**src/rtl/kpv_pkg.sv**
```systemverilog
`timescale 1ns / 1ps
package kpv_pkg;

	// action codes of an input request
	localparam logic [1:0] ACT_PREDICT = 2'd0;
	localparam logic [1:0] ACT_UPDATE  = 2'd1;
	localparam logic [1:0] ACT_RELOAD  = 2'd2;

	// configuration register indexes
	localparam logic [2:0] REG_Q_POS_POS     = 3'd0;
	localparam logic [2:0] REG_Q_POS_VEL     = 3'd1;
	localparam logic [2:0] REG_Q_VEL_POS     = 3'd2;
	localparam logic [2:0] REG_Q_VEL_VEL     = 3'd3;
	localparam logic [2:0] REG_MEAS_VARIANCE = 3'd4;
	localparam logic [2:0] REG_TIME_STEP     = 3'd5;
	localparam logic [2:0] REG_INIT_POSITION = 3'd6;
	localparam logic [2:0] REG_INIT_VELOCITY = 3'd7;

	// configuration reset values
	localparam logic [30:0] MEAS_VARIANCE_RST = 31'd65536;
	localparam logic [30:0] TIME_STEP_RST     = 31'd655;

	typedef enum logic [2:0] {
		ST_IDLE,
		ST_FETCH,
		ST_EXEC,
		ST_WAIT,
		ST_FINISH
	} state_t;

	typedef enum logic [1:0] {
		OP_ADD,
		OP_SUB,
		OP_MUL,
		OP_DIV
	} op_t;

	typedef enum logic [4:0] {
		SRC_ZERO,
		SRC_POS,
		SRC_VEL,
		SRC_P00,
		SRC_P01,
		SRC_P10,
		SRC_P11,
		SRC_T0,
		SRC_T1,
		SRC_T2,
		SRC_T3,
		SRC_DT,
		SRC_Q00,
		SRC_Q01,
		SRC_Q10,
		SRC_Q11,
		SRC_R,
		SRC_INITP,
		SRC_INITV,
		SRC_ACC,
		SRC_MEAS,
		SRC_HALF
	} src_t;

	typedef enum logic [3:0] {
		DST_POS,
		DST_VEL,
		DST_P00,
		DST_P01,
		DST_P10,
		DST_P11,
		DST_T0,
		DST_T1,
		DST_T2,
		DST_T3
	} dst_t;

	typedef struct packed {
		op_t  op;
		src_t a;
		src_t b;
		dst_t d;
		logic last;
	} uop_t;

	localparam int UCODE_LEN = 39;
	localparam int PC_W      = 6;

	localparam logic [PC_W-1:0] PC_PREDICT = 6'd0;
	localparam logic [PC_W-1:0] PC_UPDATE  = 6'd20;
	localparam logic [PC_W-1:0] PC_RELOAD  = 6'd36;
	localparam logic [PC_W-1:0] PC_NOP     = 6'd38;

	// microprogram: predict, update, reload, unused action
	localparam uop_t UCODE [UCODE_LEN] = '{
		'{OP_MUL, SRC_ACC,  SRC_DT,   DST_T0,  1'b0},
		'{OP_MUL, SRC_P11,  SRC_DT,   DST_T1,  1'b0},
		'{OP_MUL, SRC_VEL,  SRC_DT,   DST_T2,  1'b0},
		'{OP_ADD, SRC_POS,  SRC_T2,   DST_T2,  1'b0},
		'{OP_MUL, SRC_T0,   SRC_DT,   DST_T3,  1'b0},
		'{OP_MUL, SRC_HALF, SRC_T3,   DST_T3,  1'b0},
		'{OP_ADD, SRC_T2,   SRC_T3,   DST_POS, 1'b0},
		'{OP_ADD, SRC_VEL,  SRC_T0,   DST_VEL, 1'b0},
		'{OP_MUL, SRC_P10,  SRC_DT,   DST_T2,  1'b0},
		'{OP_ADD, SRC_P00,  SRC_T2,   DST_T2,  1'b0},
		'{OP_MUL, SRC_P01,  SRC_DT,   DST_T3,  1'b0},
		'{OP_ADD, SRC_T2,   SRC_T3,   DST_T2,  1'b0},
		'{OP_MUL, SRC_T1,   SRC_DT,   DST_T3,  1'b0},
		'{OP_ADD, SRC_T2,   SRC_T3,   DST_T2,  1'b0},
		'{OP_ADD, SRC_T2,   SRC_Q00,  DST_P00, 1'b0},
		'{OP_ADD, SRC_P01,  SRC_T1,   DST_T2,  1'b0},
		'{OP_ADD, SRC_T2,   SRC_Q01,  DST_P01, 1'b0},
		'{OP_ADD, SRC_P10,  SRC_T1,   DST_T2,  1'b0},
		'{OP_ADD, SRC_T2,   SRC_Q10,  DST_P10, 1'b0},
		'{OP_ADD, SRC_P11,  SRC_Q11,  DST_P11, 1'b1},
		'{OP_ADD, SRC_P00,  SRC_R,    DST_T0,  1'b0},
		'{OP_DIV, SRC_P00,  SRC_T0,   DST_T1,  1'b0},
		'{OP_DIV, SRC_P10,  SRC_T0,   DST_T2,  1'b0},
		'{OP_SUB, SRC_MEAS, SRC_POS,  DST_T3,  1'b0},
		'{OP_MUL, SRC_T1,   SRC_T3,   DST_T0,  1'b0},
		'{OP_ADD, SRC_POS,  SRC_T0,   DST_POS, 1'b0},
		'{OP_MUL, SRC_T2,   SRC_T3,   DST_T0,  1'b0},
		'{OP_ADD, SRC_VEL,  SRC_T0,   DST_VEL, 1'b0},
		'{OP_MUL, SRC_T2,   SRC_P00,  DST_T0,  1'b0},
		'{OP_SUB, SRC_P10,  SRC_T0,   DST_P10, 1'b0},
		'{OP_MUL, SRC_T1,   SRC_P00,  DST_T0,  1'b0},
		'{OP_SUB, SRC_P00,  SRC_T0,   DST_P00, 1'b0},
		'{OP_MUL, SRC_T2,   SRC_P01,  DST_T0,  1'b0},
		'{OP_SUB, SRC_P11,  SRC_T0,   DST_P11, 1'b0},
		'{OP_MUL, SRC_T1,   SRC_P01,  DST_T0,  1'b0},
		'{OP_SUB, SRC_P01,  SRC_T0,   DST_P01, 1'b1},
		'{OP_ADD, SRC_INITP, SRC_ZERO, DST_POS, 1'b0},
		'{OP_ADD, SRC_INITV, SRC_ZERO, DST_VEL, 1'b1},
		'{OP_ADD, SRC_ZERO, SRC_ZERO, DST_T0,  1'b1}
	};

endpackage

```
**src/rtl/kpv_ifs.sv**
```systemverilog
`timescale 1ns / 1ps
// input request channel
interface kpv_in_if;
	logic               valid;
	logic               ready;
	logic [1:0]         action;
	logic signed [31:0] accel;
	logic signed [31:0] measurement;
	modport source(output valid, action, accel, measurement, input ready);
	modport sink(input valid, action, accel, measurement, output ready);
endinterface

// result channel
interface kpv_out_if;
	logic               valid;
	logic               ready;
	logic signed [31:0] position;
	logic signed [31:0] velocity;
	logic               saturated;
	modport source(output valid, position, velocity, saturated, input ready);
	modport sink(input valid, position, velocity, saturated, output ready);
endinterface

// configuration write channel
interface kpv_cfg_if;
	logic        valid;
	logic        ready;
	logic [2:0]  index;
	logic [31:0] data;
	modport source(output valid, index, data, input ready);
	modport sink(input valid, index, data, output ready);
endinterface

```
**src/rtl/kpv_mul.sv**
```systemverilog
`timescale 1ns / 1ps
// bit-serial saturating fixed-point multiplier, one multiplier bit per cycle
module kpv_mul #(
	parameter int W = 32,
	parameter int F = 16
) (
	input  logic                clk,
	input  logic                arst_n,
	input  logic                start,
	input  logic signed [W-1:0] a,
	input  logic signed [W-1:0] b,
	output logic                done,
	output logic signed [W-1:0] res,
	output logic                ovf
);

	localparam int CW = $clog2(W + 1);

	logic          busy_q;
	logic [CW-1:0] cnt_q;
	logic [W-1:0]  ma_q;
	logic [2*W-1:0] p_q;
	logic          neg_q;
	logic          done_q;
	logic signed [W-1:0] res_q;
	logic          ovf_q;

	logic [W:0]     step_sum;
	logic [2*W-1:0] q_full;
	logic [2*W-1:0] lim;
	logic [W-1:0]   q_mag;
	logic           q_ovf;

	// add-shift step and final truncate, saturate
	always_comb begin
		step_sum = {1'b0, p_q[2*W-1:W]} + (p_q[0] ? {1'b0, ma_q} : '0);
		q_full   = p_q >> F;
		lim      = (2*W)'({1'b0, {(W-1){1'b1}}}) + (2*W)'(neg_q);
		q_ovf    = q_full > lim;
		q_mag    = q_ovf ? lim[W-1:0] : q_full[W-1:0];
	end

	always_ff @(posedge clk or negedge arst_n) begin
		if (!arst_n) begin
			busy_q <= 1'b0;
			done_q <= 1'b0;
			cnt_q  <= '0;
		end else begin
			done_q <= 1'b0;
			if (start) begin
				busy_q <= 1'b1;
				cnt_q  <= '0;
			end else if (busy_q) begin
				if (cnt_q == CW'(W)) begin
					busy_q <= 1'b0;
					done_q <= 1'b1;
				end else begin
					cnt_q <= cnt_q + 1'b1;
				end
			end
		end
	end

	// datapath
	always_ff @(posedge clk) begin
		if (start) begin
			ma_q  <= a[W-1] ? W'(-a) : W'(a);
			p_q   <= {{W{1'b0}}, (b[W-1] ? W'(-b) : W'(b))};
			neg_q <= a[W-1] ^ b[W-1];
		end else if (busy_q) begin
			if (cnt_q == CW'(W)) begin
				res_q <= neg_q ? -$signed(q_mag) : $signed(q_mag);
				ovf_q <= q_ovf;
			end else begin
				p_q <= {step_sum, p_q[W-1:1]};
			end
		end
	end

	assign done = done_q;
	assign res  = res_q;
	assign ovf  = ovf_q;

endmodule

```
**src/rtl/kpv_div.sv**
```systemverilog
`timescale 1ns / 1ps
// bit-serial restoring fixed-point divider, one quotient bit per cycle
module kpv_div #(
	parameter int W = 32,
	parameter int F = 16
) (
	input  logic                clk,
	input  logic                arst_n,
	input  logic                start,
	input  logic signed [W-1:0] a,
	input  logic signed [W-1:0] b,
	output logic                done,
	output logic signed [W-1:0] res,
	output logic                ovf
);

	localparam int N  = W + F;
	localparam int CW = $clog2(N + 1);

	logic          busy_q;
	logic          zero_q;
	logic [CW-1:0] cnt_q;
	logic [W-1:0]  d_q;
	logic [W-1:0]  rem_q;
	logic [N-1:0]  q_q;
	logic          neg_q;
	logic          done_q;
	logic signed [W-1:0] res_q;
	logic          ovf_q;

	logic [W:0]   r2;
	logic [W:0]   diff;
	logic         ge;
	logic [N-1:0] lim;
	logic         q_ovf;
	logic [W-1:0] q_mag;
	logic [W-1:0] ma;
	logic [W-1:0] mb;

	// trial subtract and final saturate
	always_comb begin
		ma    = a[W-1] ? W'(-a) : W'(a);
		mb    = b[W-1] ? W'(-b) : W'(b);
		r2    = {rem_q, q_q[N-1]};
		diff  = r2 - {1'b0, d_q};
		ge    = r2 >= {1'b0, d_q};
		lim   = N'({1'b0, {(W-1){1'b1}}}) + N'(neg_q);
		q_ovf = q_q > lim;
		q_mag = q_ovf ? lim[W-1:0] : q_q[W-1:0];
	end

	always_ff @(posedge clk or negedge arst_n) begin
		if (!arst_n) begin
			busy_q <= 1'b0;
			done_q <= 1'b0;
			cnt_q  <= '0;
		end else begin
			done_q <= 1'b0;
			if (start) begin
				busy_q <= 1'b1;
				cnt_q  <= '0;
			end else if (busy_q) begin
				if (zero_q || cnt_q == CW'(N)) begin
					busy_q <= 1'b0;
					done_q <= 1'b1;
				end else begin
					cnt_q <= cnt_q + 1'b1;
				end
			end
		end
	end

	// datapath
	always_ff @(posedge clk) begin
		if (start) begin
			d_q    <= mb;
			zero_q <= mb == '0;
			rem_q  <= '0;
			q_q    <= {ma, {F{1'b0}}};
			neg_q  <= a[W-1] ^ b[W-1];
		end else if (busy_q) begin
			if (zero_q) begin
				res_q <= '0;
				ovf_q <= 1'b1;
			end else if (cnt_q == CW'(N)) begin
				res_q <= neg_q ? -$signed(q_mag) : $signed(q_mag);
				ovf_q <= q_ovf;
			end else begin
				rem_q <= ge ? diff[W-1:0] : r2[W-1:0];
				q_q   <= {q_q[N-2:0], ge};
			end
		end
	end

	assign done = done_q;
	assign res  = res_q;
	assign ovf  = ovf_q;

endmodule

```
**src/rtl/kalman_pos_vel_filter_top.sv**
```systemverilog
`timescale 1ns / 1ps
// channel   direction  payload
// in_ch     sink       action[1:0], accel[31:0], measurement[31:0]
// out_ch    source     position[31:0], velocity[31:0], saturated
// cfg       sink       index[2:0], data[31:0]
//
// one request at a time, run as a microprogram on a shared bit-serial multiplier
// and divider
// reset loads the configuration defaults, clears covariance and the estimate to zero
// a result held by a stalled sink does not block the next request, only its end
module kalman_pos_vel_filter_top #(
	parameter int DATA_WIDTH = 32,
	parameter int FRAC_BITS  = 16
) (
	input  logic        clk,
	input  logic        arst_n,
	kpv_in_if.sink      in_ch,
	kpv_out_if.source   out_ch,
	kpv_cfg_if.sink     cfg
);

	localparam int W  = DATA_WIDTH;
	localparam int XW = (DATA_WIDTH > 33) ? DATA_WIDTH : 33;
	localparam logic signed [XW-1:0] VMAX_X = {{(XW-W+1){1'b0}}, {(W-1){1'b1}}};
	localparam logic signed [XW-1:0] VMIN_X = ~VMAX_X;
	localparam logic [W-1:0] HALF_W = {{(W-1){1'b0}}, 1'b1} << (FRAC_BITS - 1);

	typedef struct packed {
		logic signed [W-1:0] v;
		logic                c;
	} opnd_t;

	// configuration registers
	logic [30:0]        q00_q, q11_q, r_q, dt_q;
	logic signed [31:0] q01_q, q10_q, initp_q, initv_q;

	// filter state and temporaries
	logic signed [W-1:0] pos_q, vel_q, p00_q, p01_q, p10_q, p11_q;
	logic signed [W-1:0] t0_q, t1_q, t2_q, t3_q;

	// sequencer
	kpv_pkg::state_t         state_q, state_d;
	logic [kpv_pkg::PC_W-1:0] pc_q;
	kpv_pkg::uop_t           uop;
	logic signed [31:0]      acc_q, meas_q;
	logic signed [W-1:0]     opa_q, opb_q;
	logic                    clip_q;

	// result register
	logic                out_valid_q;
	logic signed [31:0]  out_pos_q, out_vel_q;
	logic                out_sat_q;

	// control
	logic                in_ready;
	logic                mul_start, div_start;
	logic                wb_en;
	logic signed [W-1:0] wb_val;
	logic                wb_clip;
	logic                out_load;
	logic [kpv_pkg::PC_W-1:0] start_pc;
	opnd_t               fa, fb;

	logic                mul_done, mul_ovf, div_done, div_ovf;
	logic signed [W-1:0] mul_res, div_res;
	logic signed [W:0]   sum;

	function automatic logic signed [XW-1:0] raw_of(input kpv_pkg::src_t s);
		logic signed [XW-1:0] r;
		case (s)
			kpv_pkg::SRC_POS:   r = XW'(pos_q);
			kpv_pkg::SRC_VEL:   r = XW'(vel_q);
			kpv_pkg::SRC_P00:   r = XW'(p00_q);
			kpv_pkg::SRC_P01:   r = XW'(p01_q);
			kpv_pkg::SRC_P10:   r = XW'(p10_q);
			kpv_pkg::SRC_P11:   r = XW'(p11_q);
			kpv_pkg::SRC_T0:    r = XW'(t0_q);
			kpv_pkg::SRC_T1:    r = XW'(t1_q);
			kpv_pkg::SRC_T2:    r = XW'(t2_q);
			kpv_pkg::SRC_T3:    r = XW'(t3_q);
			kpv_pkg::SRC_DT:    r = XW'(dt_q);
			kpv_pkg::SRC_Q00:   r = XW'(q00_q);
			kpv_pkg::SRC_Q01:   r = XW'(q01_q);
			kpv_pkg::SRC_Q10:   r = XW'(q10_q);
			kpv_pkg::SRC_Q11:   r = XW'(q11_q);
			kpv_pkg::SRC_R:     r = XW'(r_q);
			kpv_pkg::SRC_INITP: r = XW'(initp_q);
			kpv_pkg::SRC_INITV: r = XW'(initv_q);
			kpv_pkg::SRC_ACC:   r = XW'(acc_q);
			kpv_pkg::SRC_MEAS:  r = XW'(meas_q);
			kpv_pkg::SRC_HALF:  r = XW'(HALF_W);
			default:            r = '0;
		endcase
		return r;
	endfunction

	function automatic opnd_t fetch(input kpv_pkg::src_t s);
		logic signed [XW-1:0] r;
		opnd_t o;
		r = raw_of(s);
		if (r > VMAX_X) begin
			o.v = VMAX_X[W-1:0];
			o.c = 1'b1;
		end else if (r < VMIN_X) begin
			o.v = VMIN_X[W-1:0];
			o.c = 1'b1;
		end else begin
			o.v = r[W-1:0];
			o.c = 1'b0;
		end
		return o;
	endfunction

	function automatic logic signed [W-1:0] sat_init(input logic signed [31:0] v);
		logic signed [XW-1:0] r;
		r = XW'(v);
		if (r > VMAX_X) begin
			return VMAX_X[W-1:0];
		end else if (r < VMIN_X) begin
			return VMIN_X[W-1:0];
		end
		return r[W-1:0];
	endfunction

	assign uop = kpv_pkg::UCODE[pc_q];

	// saturating operand fetch and add/sub
	always_comb begin
		fa  = fetch(uop.a);
		fb  = fetch(uop.b);
		sum = (uop.op == kpv_pkg::OP_SUB) ? ($signed({opa_q[W-1], opa_q}) - opb_q)
		                                  : ($signed({opa_q[W-1], opa_q}) + opb_q);
	end

	// start address by action
	always_comb begin
		case (in_ch.action)
			kpv_pkg::ACT_PREDICT: start_pc = kpv_pkg::PC_PREDICT;
			kpv_pkg::ACT_UPDATE:  start_pc = kpv_pkg::PC_UPDATE;
			kpv_pkg::ACT_RELOAD:  start_pc = kpv_pkg::PC_RELOAD;
			default:              start_pc = kpv_pkg::PC_NOP;
		endcase
	end

	// shared serial units
	kpv_mul #(.W(W), .F(FRAC_BITS)) u_mul (
		.clk    (clk),
		.arst_n (arst_n),
		.start  (mul_start),
		.a      (opa_q),
		.b      (opb_q),
		.done   (mul_done),
		.res    (mul_res),
		.ovf    (mul_ovf)
	);

	kpv_div #(.W(W), .F(FRAC_BITS)) u_div (
		.clk    (clk),
		.arst_n (arst_n),
		.start  (div_start),
		.a      (opa_q),
		.b      (opb_q),
		.done   (div_done),
		.res    (div_res),
		.ovf    (div_ovf)
	);

	// next state and control
	always_comb begin
		state_d   = state_q;
		in_ready  = 1'b0;
		mul_start = 1'b0;
		div_start = 1'b0;
		wb_en     = 1'b0;
		wb_val    = sum[W-1:0];
		wb_clip   = 1'b0;
		out_load  = 1'b0;
		case (state_q)
			kpv_pkg::ST_IDLE: begin
				in_ready = 1'b1;
				if (in_ch.valid) begin
					state_d = kpv_pkg::ST_FETCH;
				end
			end
			kpv_pkg::ST_FETCH: begin
				state_d = kpv_pkg::ST_EXEC;
			end
			kpv_pkg::ST_EXEC: begin
				case (uop.op)
					kpv_pkg::OP_MUL: begin
						mul_start = 1'b1;
						state_d   = kpv_pkg::ST_WAIT;
					end
					kpv_pkg::OP_DIV: begin
						div_start = 1'b1;
						state_d   = kpv_pkg::ST_WAIT;
					end
					default: begin
						wb_en = 1'b1;
						if (sum[W] != sum[W-1]) begin
							wb_clip = 1'b1;
							wb_val  = sum[W] ? VMIN_X[W-1:0] : VMAX_X[W-1:0];
						end
						state_d = uop.last ? kpv_pkg::ST_FINISH : kpv_pkg::ST_FETCH;
					end
				endcase
			end
			kpv_pkg::ST_WAIT: begin
				if (mul_done || div_done) begin
					wb_en   = 1'b1;
					wb_val  = mul_done ? mul_res : div_res;
					wb_clip = mul_done ? mul_ovf : div_ovf;
					state_d = uop.last ? kpv_pkg::ST_FINISH : kpv_pkg::ST_FETCH;
				end
			end
			kpv_pkg::ST_FINISH: begin
				if (!out_valid_q || out_ch.ready) begin
					out_load = 1'b1;
					state_d  = kpv_pkg::ST_IDLE;
				end
			end
			default: begin
				state_d = kpv_pkg::ST_IDLE;
			end
		endcase
	end

	// sequencer registers
	always_ff @(posedge clk or negedge arst_n) begin
		if (!arst_n) begin
			state_q <= kpv_pkg::ST_IDLE;
			pc_q    <= '0;
			clip_q  <= 1'b0;
		end else begin
			state_q <= state_d;
			if (in_ready && in_ch.valid) begin
				pc_q   <= start_pc;
				clip_q <= 1'b0;
			end else if (state_q == kpv_pkg::ST_FETCH) begin
				clip_q <= clip_q | fa.c | fb.c;
			end else if (wb_en) begin
				clip_q <= clip_q | wb_clip;
				if (!uop.last) begin
					pc_q <= pc_q + 1'b1;
				end
			end
		end
	end

	// request payload and operand registers
	always_ff @(posedge clk) begin
		if (in_ready && in_ch.valid) begin
			acc_q  <= in_ch.accel;
			meas_q <= in_ch.measurement;
		end
		if (state_q == kpv_pkg::ST_FETCH) begin
			opa_q <= fa.v;
			opb_q <= fb.v;
		end
	end

	// state write-back
	always_ff @(posedge clk or negedge arst_n) begin
		if (!arst_n) begin
			pos_q <= sat_init('0);
			vel_q <= sat_init('0);
			p00_q <= '0;
			p01_q <= '0;
			p10_q <= '0;
			p11_q <= '0;
		end else if (wb_en) begin
			case (uop.d)
				kpv_pkg::DST_POS: pos_q <= wb_val;
				kpv_pkg::DST_VEL: vel_q <= wb_val;
				kpv_pkg::DST_P00: p00_q <= wb_val;
				kpv_pkg::DST_P01: p01_q <= wb_val;
				kpv_pkg::DST_P10: p10_q <= wb_val;
				kpv_pkg::DST_P11: p11_q <= wb_val;
				default: ;
			endcase
		end
	end

	// temporaries
	always_ff @(posedge clk) begin
		if (wb_en) begin
			case (uop.d)
				kpv_pkg::DST_T0: t0_q <= wb_val;
				kpv_pkg::DST_T1: t1_q <= wb_val;
				kpv_pkg::DST_T2: t2_q <= wb_val;
				kpv_pkg::DST_T3: t3_q <= wb_val;
				default: ;
			endcase
		end
	end

	// configuration writes
	always_ff @(posedge clk or negedge arst_n) begin
		if (!arst_n) begin
			q00_q   <= '0;
			q01_q   <= '0;
			q10_q   <= '0;
			q11_q   <= '0;
			r_q     <= kpv_pkg::MEAS_VARIANCE_RST;
			dt_q    <= kpv_pkg::TIME_STEP_RST;
			initp_q <= '0;
			initv_q <= '0;
		end else if (cfg.valid) begin
			case (cfg.index)
				kpv_pkg::REG_Q_POS_POS:     q00_q   <= cfg.data[30:0];
				kpv_pkg::REG_Q_POS_VEL:     q01_q   <= cfg.data;
				kpv_pkg::REG_Q_VEL_POS:     q10_q   <= cfg.data;
				kpv_pkg::REG_Q_VEL_VEL:     q11_q   <= cfg.data[30:0];
				kpv_pkg::REG_MEAS_VARIANCE: r_q     <= cfg.data[30:0];
				kpv_pkg::REG_TIME_STEP:     dt_q    <= cfg.data[30:0];
				kpv_pkg::REG_INIT_POSITION: initp_q <= cfg.data;
				kpv_pkg::REG_INIT_VELOCITY: initv_q <= cfg.data;
				default: ;
			endcase
		end
	end

	// result register
	always_ff @(posedge clk or negedge arst_n) begin
		if (!arst_n) begin
			out_valid_q <= 1'b0;
		end else if (out_load) begin
			out_valid_q <= 1'b1;
		end else if (out_ch.ready) begin
			out_valid_q <= 1'b0;
		end
	end

	always_ff @(posedge clk) begin
		if (out_load) begin
			out_pos_q <= 32'(pos_q);
			out_vel_q <= 32'(vel_q);
			out_sat_q <= clip_q;
		end
	end

	assign in_ch.ready     = in_ready;
	assign cfg.ready       = 1'b1;
	assign out_ch.valid    = out_valid_q;
	assign out_ch.position = out_pos_q;
	assign out_ch.velocity = out_vel_q;
	assign out_ch.saturated = out_sat_q;

	// unit completions come only while the sequencer waits for them
	assert property (@(posedge clk) disable iff (!arst_n)
		(mul_done || div_done) |-> state_q == kpv_pkg::ST_WAIT)
		else $error("serial unit completion outside wait");

	// a new result is only loaded after the last microinstruction
	assert property (@(posedge clk) disable iff (!arst_n)
		out_load |-> $past(uop.last))
		else $error("result loaded before end of microprogram");

	// program counter stays inside the microprogram
	assert property (@(posedge clk) disable iff (!arst_n)
		32'(pc_q) < kpv_pkg::UCODE_LEN)
		else $error("microprogram counter out of range");

endmodule
```
**src/flat_wrapper.sv**
```systemverilog
// flat-port wrapper written by rule: the top's interface ports become plain ports
module kalman_pos_vel_filter_top_flat 
#(
	parameter int DATA_WIDTH = 32,
	parameter int FRAC_BITS  = 16
)
  (clk, arst_n, in_ch_valid, in_ch_action, in_ch_accel, in_ch_measurement, in_ch_ready, out_ch_valid, out_ch_position, out_ch_velocity, out_ch_saturated, out_ch_ready, cfg_valid, cfg_index, cfg_data, cfg_ready);
  kpv_in_if in_ch_i ();
  kpv_out_if out_ch_i ();
  kpv_cfg_if cfg_i ();
  input  logic clk;
  input  logic arst_n;
  input wire logic [$bits(in_ch_i.valid)-1:0] in_ch_valid;
  input wire logic [$bits(in_ch_i.action)-1:0] in_ch_action;
  input wire logic [$bits(in_ch_i.accel)-1:0] in_ch_accel;
  input wire logic [$bits(in_ch_i.measurement)-1:0] in_ch_measurement;
  output wire logic [$bits(in_ch_i.ready)-1:0] in_ch_ready;
  output wire logic [$bits(out_ch_i.valid)-1:0] out_ch_valid;
  output wire logic [$bits(out_ch_i.position)-1:0] out_ch_position;
  output wire logic [$bits(out_ch_i.velocity)-1:0] out_ch_velocity;
  output wire logic [$bits(out_ch_i.saturated)-1:0] out_ch_saturated;
  input wire logic [$bits(out_ch_i.ready)-1:0] out_ch_ready;
  input wire logic [$bits(cfg_i.valid)-1:0] cfg_valid;
  input wire logic [$bits(cfg_i.index)-1:0] cfg_index;
  input wire logic [$bits(cfg_i.data)-1:0] cfg_data;
  output wire logic [$bits(cfg_i.ready)-1:0] cfg_ready;
  assign in_ch_i.valid = in_ch_valid;
  assign in_ch_i.action = in_ch_action;
  assign in_ch_i.accel = in_ch_accel;
  assign in_ch_i.measurement = in_ch_measurement;
  assign in_ch_ready = in_ch_i.ready;
  assign out_ch_valid = out_ch_i.valid;
  assign out_ch_position = out_ch_i.position;
  assign out_ch_velocity = out_ch_i.velocity;
  assign out_ch_saturated = out_ch_i.saturated;
  assign out_ch_i.ready = out_ch_ready;
  assign cfg_i.valid = cfg_valid;
  assign cfg_i.index = cfg_index;
  assign cfg_i.data = cfg_data;
  assign cfg_ready = cfg_i.ready;
  kalman_pos_vel_filter_top #(.DATA_WIDTH(DATA_WIDTH), .FRAC_BITS(FRAC_BITS)) u_core (.clk(clk), .arst_n(arst_n), .in_ch(in_ch_i), .out_ch(out_ch_i), .cfg(cfg_i));
endmodule
```
**config.mk**
```make
export PLATFORM = sky130hd
export DESIGN_NAME = kalman_pos_vel_filter_top_flat
export DESIGN_NICKNAME = d
export VERILOG_FILES = /design/src/rtl/kpv_pkg.sv /design/src/rtl/kpv_ifs.sv /design/src/rtl/kpv_mul.sv /design/src/rtl/kpv_div.sv /design/src/rtl/kalman_pos_vel_filter_top.sv /design/src/flat_wrapper.sv
export SDC_FILE = /design/constraint.sdc
export NUM_CORES = 2
export LEC_CHECK = 0
export BUFFER_PORTS_ARGS = -buffer_cell sky130_fd_sc_hd__buf_2
export CORE_ASPECT_RATIO = 2
export CORE_MARGIN = 3
export CORE_UTILIZATION = 60
export CTS_CLUSTER_SIZE = 8
export DETAILED_ROUTE_END_ITERATION = 6
export PLACE_DENSITY_LB_ADDON = 0.12
export SLEW_MARGIN = 20
export SYNTH_ARGS = -nofsm -noshare
export SYNTH_HDL_FRONTEND = slang
export SYNTH_SLANG_ARGS = --single-unit
```
**constraint.sdc**
```tcl
create_clock -name clk -period 7.5 [get_ports clk]
set_input_delay 1.5 -clock clk [delete_from_list [all_inputs] [get_ports clk]]
set_output_delay 1.5 -clock clk [all_outputs]
set_load 0.02 [all_outputs]
```
==> qor.yml <==
max_cap_viol_count: 0
finalWirelength_mm: 223.9
netlist.area_leader.share: 0.2748
worst-setup-path-type: "reg -> reg"
wl_per_cell_um: 33.88
crit_start: "u_core.pc_q[1]"
switchingPower_mw: 16.07
power.internal_mw: 18.32
hpwl_mm: 146.7
place_ws_ns: 0.8992
drv_slew: 0
finalPower_mw: 34.39
hold_path_startpoint: "u_core.u_div.rem_q[1]"
synth_common_cells: "edfxtp_1, nand2_1, dfrtp_1"
top_register: "u_core.u_mul.p_q"
drc: 114
nNetsFinal: 5561
hold_buffers: 0
whs_ns: 0.4824
pwr_density_cell_mw_per_mm2: 538.1
syn-cell-area_mm2: 0.05660
setup_tns_ns: 0
die_y_um: 440.4
track_usage: 0.4498
grt_pass1_wl_mm: 322.1
clock_sinks: 1069
first_iter_violations: 7511
core_area_mm2: 0.09311
cts_buffers: 151
cp_common_cell: "buf_4"
row_count: 158
synth_cells: 5118
finalCritPeriodShare: 0.9118
synthesis.nets: 5410
grt_max_degree: 138
worstPathMaxFanout: 11
avgSynthCellArea_um2: 11.06
yosys_warnings: 0
clk_pin_slew_worst_paths_ns: 0.07
r2r-start: "u_core.pc_q[1]"
layout-drive-gt1-share: 0.1944
clockRootBuffer: "clkbuf_16"
setup_ws_ns: 0.6613
io_pins: 174
dieArea_mm2: 0.09828
synth_top_area_cell: "edfxtp_1"
vdd_drop_max_mv: 0.3387
largestRegisters: "u_core.u_mul.p_q x64, u_core.u_div.q_q x48"
slew_headroom: 0.05398
yosysMostFrequentCell: "edfxtp_1"
largest_register_ffs: 64
place.gp.congestion: 1.036
yosysSeqAreaShare: 0.5115
total_leakage_power_nw: 25.74
clock_latency_ns: 0.80
worstSetupEndpointType: "flop"
cts-htree-levels: 4
fin_skew_ns: 0.03510
vias: 48380
synthTopCellsByArea: "edfxtp_1, dfrtp_1, mux2_2"
setup_violations: 0
tritoncts: "done"
crit_required_ns: 8.11
swShare: 0.4672
ant_nets: 0
critPathArrivalTime_ns: 7.45
min_period_ns: 6.839
rsz0062_at_grt: "no"
startpoint_type: "flop"
max_freq_mhz: 146.2
yosys.cell_types.count: 97
pwr-share-comb: 0.504
cts_setup_buffers: 0
grt_pass1_vias: 48550
synth_edf_count: 518
die_w_um: 223.2
drt_pre_antenna_iters: 7
synthArstFlopShare: 0.4406
status: "complete, but fails checks"
worst_pin_slew_ns: 1.409
hold_violations: 0
violations: "DRC"
viasPerCell: 7.320
cts_resized: 0
ys_ff_latch: 1069
clock_power_share: 0.191
area_growth_pct: 12.90
seqPwrFrac: 0.305
min_path_type: "reg -> reg"
cpMaxStageDelayCell: "a311oi_1"
overflow: 0
initial_core_util: 0.6079
fillers: 7018
crit_chain: "inv_1 > ha_1 > nor2b_1 > o21ai_0 > a221o_1 > nand2_1 > buf_4 > buf_4 > nand2_1 > xor2_1 > ha_1 > a21o_1 > a31o_2 > a221oi_1 > a2bb2oi_1 > o211a_1 > xor2_1 > nand3_1 > buf_4 > a311oi_1 > nor2_1"
io_buffers: 172
cts.path.max_buffers: 3
cpPeakStageDelay_ns: 1.10
ys.flop_type: "edfxtp_1"
grt_antenna_before_repair: 26
per-stage QoR:
stage | cells | utilization | cell area, um2
5_1_grt | 6597 | 0.6860 | 63880
3_3_place_gp | 6316 | 0.6373 | 59340
4_1_cts | 6597 | 0.6859 | 63870
6_report | 6609 | 0.6863 | 63910
2_1_floorplan | 5118 | - | 56600
3_5_place_dp | 6316 | 0.6373 | 59340
critical path: cells and delay by family (launching register included):
kind,cells,cell delay (ns)
AND/OR/NAND/NOR,5,0.86
AO/OA/AOI/OAI,8,2.98
buffers and inverters,4,0.88
XOR/XNOR,2,0.45
flip-flops,1,0.58
adder cells (fa/ha/maj),2,0.90
area by class of cell:
class	count	area, um2	share of cell area
Antenna cell	12	30.03	0.0004699
Sequential cell	1069	28950	0.4531
Multi-Input combinational cell	3614	26390	0.4130
Clock inverter	10	207.7	0.003250
Clock buffer	271	4324	0.06766
Inverter	125	470.5	0.007362
Timing Repair Buffer	308	2029	0.03176
Tap cell	1200	1501	0.02349
cells by family after synthesis:
family	count (synthesis)	synth area share
simple gates	1374	0.1183
other cells	1	0.00006625
flops	1069	0.5115
fa+ha+maj	186	0.04151
mux	482	0.09459
xor+xnor	190	0.02940
buf+inv	435	0.02938
compound gates	1381	0.1752
metal layers:
metal  GRT usage  wire, um
met2      0.7113    102200
met3      0.1577     27350
met5           0       130
met4      0.4058     26110
met1      0.4690     68140
power by group through the flow:
stage / Clock, mW / Sequential, mW / Combinational [mW]
after floorplan: 0 / 9.69 / 10.3
after global placement: 0 / 10.4 / 16.1
after detailed placement: 0 / 10.4 / 16.3
after CTS: 6.60 / 10.4 / 16.4
after global routing: 6.85 / 10.5 / 18.0
final: 6.58 / 10.5 / 17.3
cell usage in the layout, fill, tap and decap left out, drive strengths merged, types with 81 or more instances in the layout:
master	netlist	final
o21ai	252	252
a21oi	286	286
nand4	100	100
a22oi	114	114
nand3	99	99
mux2	403	403
edfxtp	518	518
a221oi	163	163
nor3	81	81
clkbuf	266	271
nor2	234	234
xor2	95	95
nand2	516	516
xnor2	95	95
a22o	117	117
ha	183	183
buf	44	308
dfrtp	464	464
inv	124	127
path summary, 6_finish.rpt:
path                                    endpoint  slack (ns)  cells after the start
hold / removal             u_core.u_div.rem_q[1]        0.48                      2
setup / recovery                   u_core.clip_q        0.66                     21
min in group asynchronous       u_core.q00_q[29]        0.76                      1
setup reg to reg                   u_core.clip_q        0.66                     21
hold reg to reg            u_core.u_div.rem_q[1]        0.48                      2
max in group asynchronous        u_core.dt_q[11]        5.18                      2
Note: power is estimated with default switching activity, not from simulation.
